`config.mk`:
```
export PLATFORM = sky130hd
export DESIGN_NAME = mgpi_alpha
export DESIGN_NICKNAME = d
export VERILOG_FILES = /design/src/design/mgpi_pkg.sv /design/src/design/mgpi_alpha.sv
export SDC_FILE = /design/constraint.sdc
export NUM_CORES = 1
export LEC_CHECK = 0
export ABC_CLOCK_PERIOD_IN_PS = 26500
export BUFFER_PORTS_ARGS = -buffer_cell sky130_fd_sc_hd__clkbuf_2
export CAP_MARGIN = 30
export CORE_ASPECT_RATIO = 1.2
export CORE_MARGIN = 1
export CORE_UTILIZATION = 45
export DETAILED_ROUTE_END_ITERATION = 10
export GPL_ROUTABILITY_DRIVEN = 0
export GPL_TIMING_DRIVEN = 0
export HOLD_SLACK_MARGIN = 0.1
export PLACE_DENSITY = 0.74
export SETUP_SLACK_MARGIN = 0.4
export SLEW_MARGIN = 10
export SYNTH_ARGS = -nofsm -noshare
export SYNTH_HDL_FRONTEND = slang
export SYNTH_SLANG_ARGS = --single-unit
export TNS_END_PERCENT = 5
```
`constraint.sdc`:
```
create_clock -name clk -period 26.5 [get_ports clk]
set_input_delay 5.3 -clock clk [delete_from_list [all_inputs] [get_ports clk]]
set_output_delay 5.3 -clock clk [all_outputs]
set_load 0.02 [all_outputs]
```
`src/design/mgpi_pkg.sv`:
```
package mgpi_pkg;

  localparam int CORNER_W    = 24;
  localparam int NUM_CORNERS = 8;
  localparam int COORD_W     = 4;
  localparam int NUM_COORDS  = 3;
  localparam int FRAC_W      = 16;
  localparam int WEIGHT_W    = FRAC_W + 1;
  localparam int DF_W        = 4;
  localparam int DEN_W       = 4;
  localparam int NUM_W       = COORD_W + FRAC_W;
  localparam int RECIP_SHIFT = 24;
  localparam int RECIP_W     = RECIP_SHIFT + 1;
  localparam int PROD_W      = WEIGHT_W + 1 + CORNER_W;
  localparam int ACC_W       = PROD_W + 2;
  localparam int S_TDATA_W   = 208;
  localparam int M_TDATA_W   = CORNER_W;

  localparam logic [WEIGHT_W-1:0]   FRAC_ONE = 17'h10000;
  localparam logic [2*WEIGHT_W-1:0] W_ROUND  = 34'h8000;
  localparam logic signed [ACC_W-1:0] ACC_ROUND = 44'sd32768;
  localparam logic signed [CORNER_W-1:0] VAL_MAX = 24'sh7FFFFF;
  localparam logic signed [CORNER_W-1:0] VAL_MIN = 24'sh800000;
  localparam logic [DF_W-1:0] DF_RESET = 4'd2;

  // ceil(2^24 / den): exact quotient for numerators below 2^20
  localparam logic [RECIP_W-1:0] ALPHA_RECIP [16] = '{
    25'd0,
    25'((2**24 + 0) / 1),
    25'((2**24 + 1) / 2),
    25'((2**24 + 2) / 3),
    25'((2**24 + 3) / 4),
    25'((2**24 + 4) / 5),
    25'((2**24 + 5) / 6),
    25'((2**24 + 6) / 7),
    25'((2**24 + 7) / 8),
    25'((2**24 + 8) / 9),
    25'((2**24 + 9) / 10),
    25'((2**24 + 10) / 11),
    25'((2**24 + 11) / 12),
    25'((2**24 + 12) / 13),
    25'((2**24 + 13) / 14),
    25'((2**24 + 14) / 15)
  };

  typedef logic signed [CORNER_W-1:0] value_t;
  typedef logic [WEIGHT_W-1:0] weight_t;
  typedef value_t [NUM_CORNERS-1:0] corners_t;
  typedef weight_t [NUM_COORDS-1:0] alphas_t;
  typedef weight_t [NUM_CORNERS-1:0] weights_t;
  typedef logic [NUM_COORDS-1:0][COORD_W-1:0] coords_t;

  typedef struct packed {
    corners_t corners;
    alphas_t  alphas;
    logic     err;
  } alpha_word_t;

  typedef struct packed {
    corners_t corners;
    weights_t weights;
    logic     err;
  } weight_word_t;

endpackage

```
`src/design/mgpi_alpha.sv`:
```
module mgpi_alpha #(
  parameter int DIMS     = 3,
  parameter int MAX_EDGE = 16
) (
  input  logic                              clk,
  input  logic                              rst,
  input  logic [mgpi_pkg::DF_W-1:0]         division_factor,
  input  logic                              in_valid,
  output logic                              in_ready,
  input  mgpi_pkg::corners_t                in_corners,
  input  mgpi_pkg::coords_t                 in_coords,
  output logic                              out_valid,
  input  logic                              out_ready,
  output mgpi_pkg::alpha_word_t             out_word
);

  localparam int LEN_W = $clog2(MAX_EDGE + 1);
  localparam int RAW_W = mgpi_pkg::DF_W + 1;
  localparam int CMP_W = mgpi_pkg::COORD_W + 1;
  localparam logic [LEN_W-1:0] LEN_MAX = LEN_W'(MAX_EDGE);

  logic [RAW_W-1:0]              len_raw;
  logic [LEN_W-1:0]              len;
  logic [mgpi_pkg::DEN_W-1:0]    den;
  logic [mgpi_pkg::NUM_COORDS-1:0] err_d;
  mgpi_pkg::alphas_t             alpha_n;

  assign len_raw = {1'b0, division_factor} + RAW_W'(2);
  assign len = (len_raw > RAW_W'(MAX_EDGE)) ? LEN_MAX : LEN_W'(len_raw);
  assign den = mgpi_pkg::DEN_W'(len - LEN_W'(1));

  for (genvar d = 0; d < mgpi_pkg::NUM_COORDS; d++) begin : g_dim
    if (d < DIMS) begin : g_used
      logic [mgpi_pkg::NUM_W-1:0]                     num;
      logic [mgpi_pkg::NUM_W+mgpi_pkg::RECIP_W-1:0]   prod;
      assign err_d[d] = CMP_W'(in_coords[d]) >= CMP_W'(len);
      // round to nearest: add half the divisor before the reciprocal multiply
      assign num  = {in_coords[d], {mgpi_pkg::FRAC_W{1'b0}}} + mgpi_pkg::NUM_W'(den >> 1);
      assign prod = num * mgpi_pkg::ALPHA_RECIP[den];
      assign alpha_n[d] = prod[mgpi_pkg::RECIP_SHIFT +: mgpi_pkg::WEIGHT_W];
    end else begin : g_unused
      assign err_d[d]   = 1'b0;
      assign alpha_n[d] = '0;
    end
  end

  assign in_ready = !out_valid || out_ready;

  always_ff @(posedge clk) begin
    if (rst) begin
      out_valid <= 1'b0;
    end else if (in_ready) begin
      out_valid <= in_valid;
    end
    if (in_ready) begin
      out_word.corners <= in_corners;
      out_word.alphas  <= alpha_n;
      out_word.err     <= |err_d;
    end
  end

endmodule

```
Yosys cells after proc, flatten, opt, wreduce, memory -nomap -nowiden
Memory sizes are Yosys's and may differ from the RTL's.
Index checks and enable logic that the tools add are counted.
{ "op_classes": {"addsub": 5, "n_mul": 3, "order_cmp": 5, "n_mux": 3, "n_bitwise": 1, "reduce_logical": 3} }
{ "op_table": {"columns": ["operator", "n"], "rows": [
  ["20-bit by 25-bit multiplier with 41-bit output", 3],
  ["20-bit by 3-bit adder with 20-bit output", 3],
  ["25-bit two-way mux", 2],
  ["4-bit by 5-bit greater-or-equal comparator with 1-bit output", 3],
  ["4-bit by 2-bit adder with 5-bit output, second input constant", 1],
  ["5-bit greater-or-equal comparator, second input constant", 1],
  ["5-bit > comparator, second input constant", 1],
  ["5-bit two-way mux", 1],
  ["4-bit NOT with 5-bit output", 1],
  ["4-bit by 1-bit subtractor with 4-bit output, second input constant", 1],
  ["3-bit OR reduction", 1],
  ["1-bit logical NOT", 1],
  ["1-bit logical OR", 1]
]} }
{ "word_totals": {"register_bits": 245, "romBits": 400, "elab_cells": 34, "memories": 1} }
{ "memory_table": {"columns": ["memory", "words", "width", "rd", "rd_ports_with_merged_regs", "write_ports", "line_no", "text"], "rows": [
  ["(no name shown)", 16, 25, 1, 0, 0, "mgpi_alpha.sv:39", "assign prod = num * mgpi_pkg::ALPHA_RECIP[den];"]
]} }

Logic depth before layout (Yosys ltp)
{ "logic_depth": {"word_depth": 9, "mapped_depth": 37, "depth_no_buf": 35} }

Worst setup path after synthesis
No wires, ideal clock.
{ "synth_timing": {"kind": "input to output", "from": "input out_ready", "to": "output in_ready", "arrival_time_ns": 11.298, "required_time_ns": 21.200, "setup_slack_ns": 9.902, "cell_stages": 1, "n_path_buf": 0, "path_cell_list": "nand2b_1"} }
{ "synth_via": {"elab_chain_len": 1} }
{ "synth_rtl": {"columns": ["item", "line_no", "text"], "rows": [
  ["from (decl)", "mgpi_alpha.sv:13", "input logic out_ready,"],
  ["1-bit logical OR", "mgpi_alpha.sv:47", "assign in_ready = !out_valid || out_ready;"],
  ["to (decl)", "mgpi_alpha.sv:9", "output logic in_ready,"]
]} }
No other way between the ends.

Worst setup path after layout
{ "layout_timing": {"from": "input division_factor[1] (netlist name)", "to": "register out_word[15] (netlist name), data pin"} }
{ "layout_via": {"elab_chain_len": 9, "elab_cells_between_ends": 10} }
{ "layout_rtl": {"columns": ["item", "line_no", "text"], "rows": [
  ["from (decl)", "mgpi_alpha.sv:7", "input logic [mgpi_pkg::DF_W-1:0] division_factor,"],
  ["4-bit by 2-bit adder with 5-bit output (*)", "mgpi_alpha.sv:28", "assign len_raw = {1'b0, division_factor} + RAW_W'(2);"],
  ["5-bit > comparator", "mgpi_alpha.sv:29", "assign len = (len_raw > RAW_W'(MAX_EDGE)) ? LEN_MAX : LEN_W'(len_raw);"],
  ["5-bit two-way mux (*)", "mgpi_alpha.sv:29", null],
  ["4-bit by 1-bit subtractor with 4-bit output (*)", "mgpi_alpha.sv:30", "assign den = mgpi_pkg::DEN_W'(len - LEN_W'(1));"],
  ["branches (longest 4 deep; another with 20-bit by 3-bit adder with 20-bit output)", null, null],
  ["20-bit by 25-bit multiplier with 41-bit output (*)", "mgpi_alpha.sv:39", null],
  ["via g_dim[0].g_used.prod (one bit)", "mgpi_alpha.sv:35", "logic [mgpi_pkg::NUM_W+mgpi_pkg::RECIP_W-1:0] prod;"],
  ["to (decl)", "mgpi_alpha.sv:14", "output mgpi_pkg::alpha_word_t out_word"]
]} }
Mark *: on every way through the listed nets, which the timed path passes. The select of a mux whose other input is x is not followed.
A chain may end at the register's enable or synchronous reset.

==> impl_metrics.py <==
metrics = {
    "status": {
        "status": "completed",
    },
    "setup_path": {
        "r2r-start": "out_valid",
        "cp_slowest_stage_delay_ps": 700,
        "cp_slowest_cell": "a21oi_1",
        "r2r_cells": 4,
        "r2r_end": "out_word[36]",
        "cp-end-kind": "register",
        "path_class": "in2reg",
        "crit_path_start_kind": "input pin",
        "crit_fanout": 12,
        "crit_arrival_ps": 15520,
        "reg2reg_slack_ps": 24190,
        "required_ps": 26830,
    },
    "clocking": {
        "clk_path_buf_depth": 3,
        "clk_pin_slew_ps": 60,
        "ctsHoldBuffers": 0,
        "cts_resized": 0,
        "root_buffer": "clkbuf_16",
        "clk_latency_ps": 590,
        "cts_tree": "built",
        "cts-htree-levels": 1,
        "cts_made_buffers": 28,
        "cts.sinks": 245,
        "postCtsSetupRepairBufs": 0,
    },
    "pwr": {
        "power_density_mw_per_mm2": 85.8,
        "p_leak_nw": 14.6,
        "vdd_drop_max_mv": 0.0701,
    },
    "grt": {
        "antenna_found_initial": 9,
        "grt_pass1_wl_um": 114000,
        "grt_max_degree": 58,
        "track_usage_pct": 30.0,
        "grt_pass1_vias": 18300,
        "grt_overflow": 0,
    },
    "layout": {
        "synthToLayoutAreaGrowth_pct": 18.0,
        "fin_area_mm2": 0.0272,
        "fillCellCount": 4346,
        "nets": 3405,
        "drive_above_1_share_pct": 21.0,
        "mostFrequentLayoutCells": "clkbuf_2 (456), ha_1 (440), inv_1 (340), edfxtp_1 (244), fa_1 (218)",
        "final_common_cell": "clkbuf_2",
    },
    "placed_design": {
        "placed_cell_area_mm2": 0.0263,
        "io_buffer_count": 456,
        "dpl.hpwl_um": 66600,
    },
    "timing": {
        "drv_slew": 0,
        "period_needed_ps": 15190,
        "rsz0062_at_grt": "false",
        "finalSetupViolations": 0,
        "period_share_pct": 57.3,
        "max_slew_margin_pct": 35.2,
        "tightest_slew_ps": 961,
        "worst_clock_skew_ps": 17.6,
        "hold_violations": 0,
        "fmax_mhz": 65.8,
        "fin_setup_tns_ps": 0,
    },
    "drt": {
        "drtAntennaViolNets": 0,
        "drtPass1Iterations": 9,
        "vias_per_cell": 5.56,
        "drt_iter0_drc": 1446,
        "vias": 17800,
        "drc_errors": 0,
        "wirelength_um": 79000,
        "wl_per_cell_um": 24.7,
    },
    "floorplan": {
        "ioPinCount": 458,
        "die_w_um": 209,
        "initial_core_util_pct": 45.8,
        "die_y_um": 250,
        "std_cell_rows": 90,
        "design.die.area_mm2": 0.0522,
        "core-area_mm2": 0.0504,
    },
    "synth": {
        "postSynthAreaPerCell_um2": 11.3,
        "synthDistinctLibCells": 75,
        "syn_area_mm2": 0.0231,
        "synth-main-ff-cell": "edfxtp_1",
        "synth_seq_cells": 245,
        "synth_edf_count": 244,
        "ys_seq_area_share_pct": 31.8,
        "yosysWarnings": 0,
        "ys_async_sr_fraction_pct": 0,
        "synth_cells": 2038,
    },
    "job": {
        "maxCapViolCount": 0,
    },
    "hold_path": {
        "worstHoldEndpoint": "out_word[191]",
        "hold_start": "out_valid",
        "whs_path_depth": 1,
        "hold_class": "reg2reg",
    },
}
-- per-stage QoR --
stage	instances	setup slack, ps	total power, mW	utilization [%]	hold slack [ps]
CTS	3199	11660	2.34	54.0	1170
floorplan	2043	9900	1.50	-	5370
detailed placement	3147	11040	1.93	52.1	1180
global route	3201	11070	2.52	54.0	1200
finish	3204	11310	2.34	54.0	1150
global placement	3143	6510	1.90	51.9	5480
-- cell usage after synthesis, types with 2 or more instances --
library cell | n | share of area, %
and4_1 | 5 | 0.19
a221oi_1 | 2 | 0.076
nor2b_1 | 29 | 0.79
ha_1 | 440 | 24
a211oi_1 | 8 | 0.26
o21bai_1 | 8 | 0.26
nand2_1 | 158 | 2.6
o21ba_1 | 2 | 0.087
or3_1 | 3 | 0.081
xor2_1 | 22 | 0.83
a21o_1 | 31 | 1.0
o21ai_2 | 2 | 0.076
o21a_1 | 10 | 0.33
o31ai_1 | 5 | 0.16
buf_1 | 4 | 0.065
and2_1 | 90 | 2.4
o21ai_0 | 28 | 0.61
a21oi_1 | 78 | 1.7
nor4_1 | 8 | 0.22
clkbuf_1 | 50 | 0.81
nand2b_1 | 33 | 0.89
a31oi_1 | 5 | 0.14
a211o_1 | 3 | 0.11
xnor2_1 | 46 | 1.7
o21ai_1 | 3 | 0.065
fa_1 | 218 | 19
o211ai_1 | 4 | 0.13
o22ai_1 | 4 | 0.11
buf_2 | 2 | 0.043
inv_1 | 340 | 5.5
nand3_1 | 17 | 0.37
edfxtp_1 | 244 | 32
nor2_1 | 58 | 0.94
nor3_1 | 21 | 0.46
or2_2 | 5 | 0.14
and3_1 | 5 | 0.14
nand4_1 | 9 | 0.24
-- worst max path at each step --
stage	cells past startpoint	slack [ps]	from	to
3_5_place_dp	34	11040	division_factor[1]	out_word[15]
3_3_place_gp	3	6510	out_ready	in_ready
6_report	34	11310	division_factor[1]	out_word[15]
2_1_floorplan	1	9900	out_ready	in_ready
4_1_cts	34	11660	division_factor[1]	out_word[15]
5_1_grt	35	11070	division_factor[1]	out_word[17]
-- critical path: cells and delay by family --
kind	cells	cell delay [ps]
XOR/XNOR	1	100
adder cells (fa/ha/maj)	9	3620
buffers and inverters	8	1510
AND/OR/NAND/NOR	5	1690
AO/OA/AOI/OAI	11	3300
-- per-layer routing --
metal  global-route usage, %  up-vias  routed length, µm
met5                       0        -                 44
met2                    51.9      989              38600
met4                    12.5        8               3770
met3                    8.36      224               7900
li1                        -     7852                  -
met1                    34.7     8747              28700
-- power breakdown --
group / leakage (nW) / switching (mW) / internal, mW
Combinational: 11.6 / 0.854 / 0.537
Sequential: 2.55 / 0.0251 / 0.525
Clock: 0.446 / 0.178 / 0.216
Total: 14.6 / 1.06 / 1.28
-- logic make-up after synthesis --
logic type      synth area share (%)
mux                           0.0434
fa+ha+maj                       42.8
flops                           31.8
buf+inv                         6.50
compound gates                  6.15
simple gates                    10.0
xor+xnor                        2.68
other cells                   0.0162
-- registers in the layout, indices dropped and copies added (netlist names) --
signal,count
out_word,244
out_valid,1
-- layout make-up --
| cell class | count | area [µm²] | area share, % |
|---|---|---|---|
| clock inverters | 24 | 218 | 0.799 |
| inverters | 340 | 1280 | 4.69 |
| repair buffers | 462 | 2390 | 8.79 |
| flip-flops and latches | 245 | 7350 | 27.0 |
| multi-input cells | 1401 | 14300 | 52.4 |
| clock buffers | 28 | 701 | 2.57 |
| well taps | 644 | 806 | 2.96 |
| diodes | 3 | 7.51 | 0.0276 |
| plain buffers | 57 | 224 | 0.822 |
Note: power is estimated with default switching activity, not from simulation.
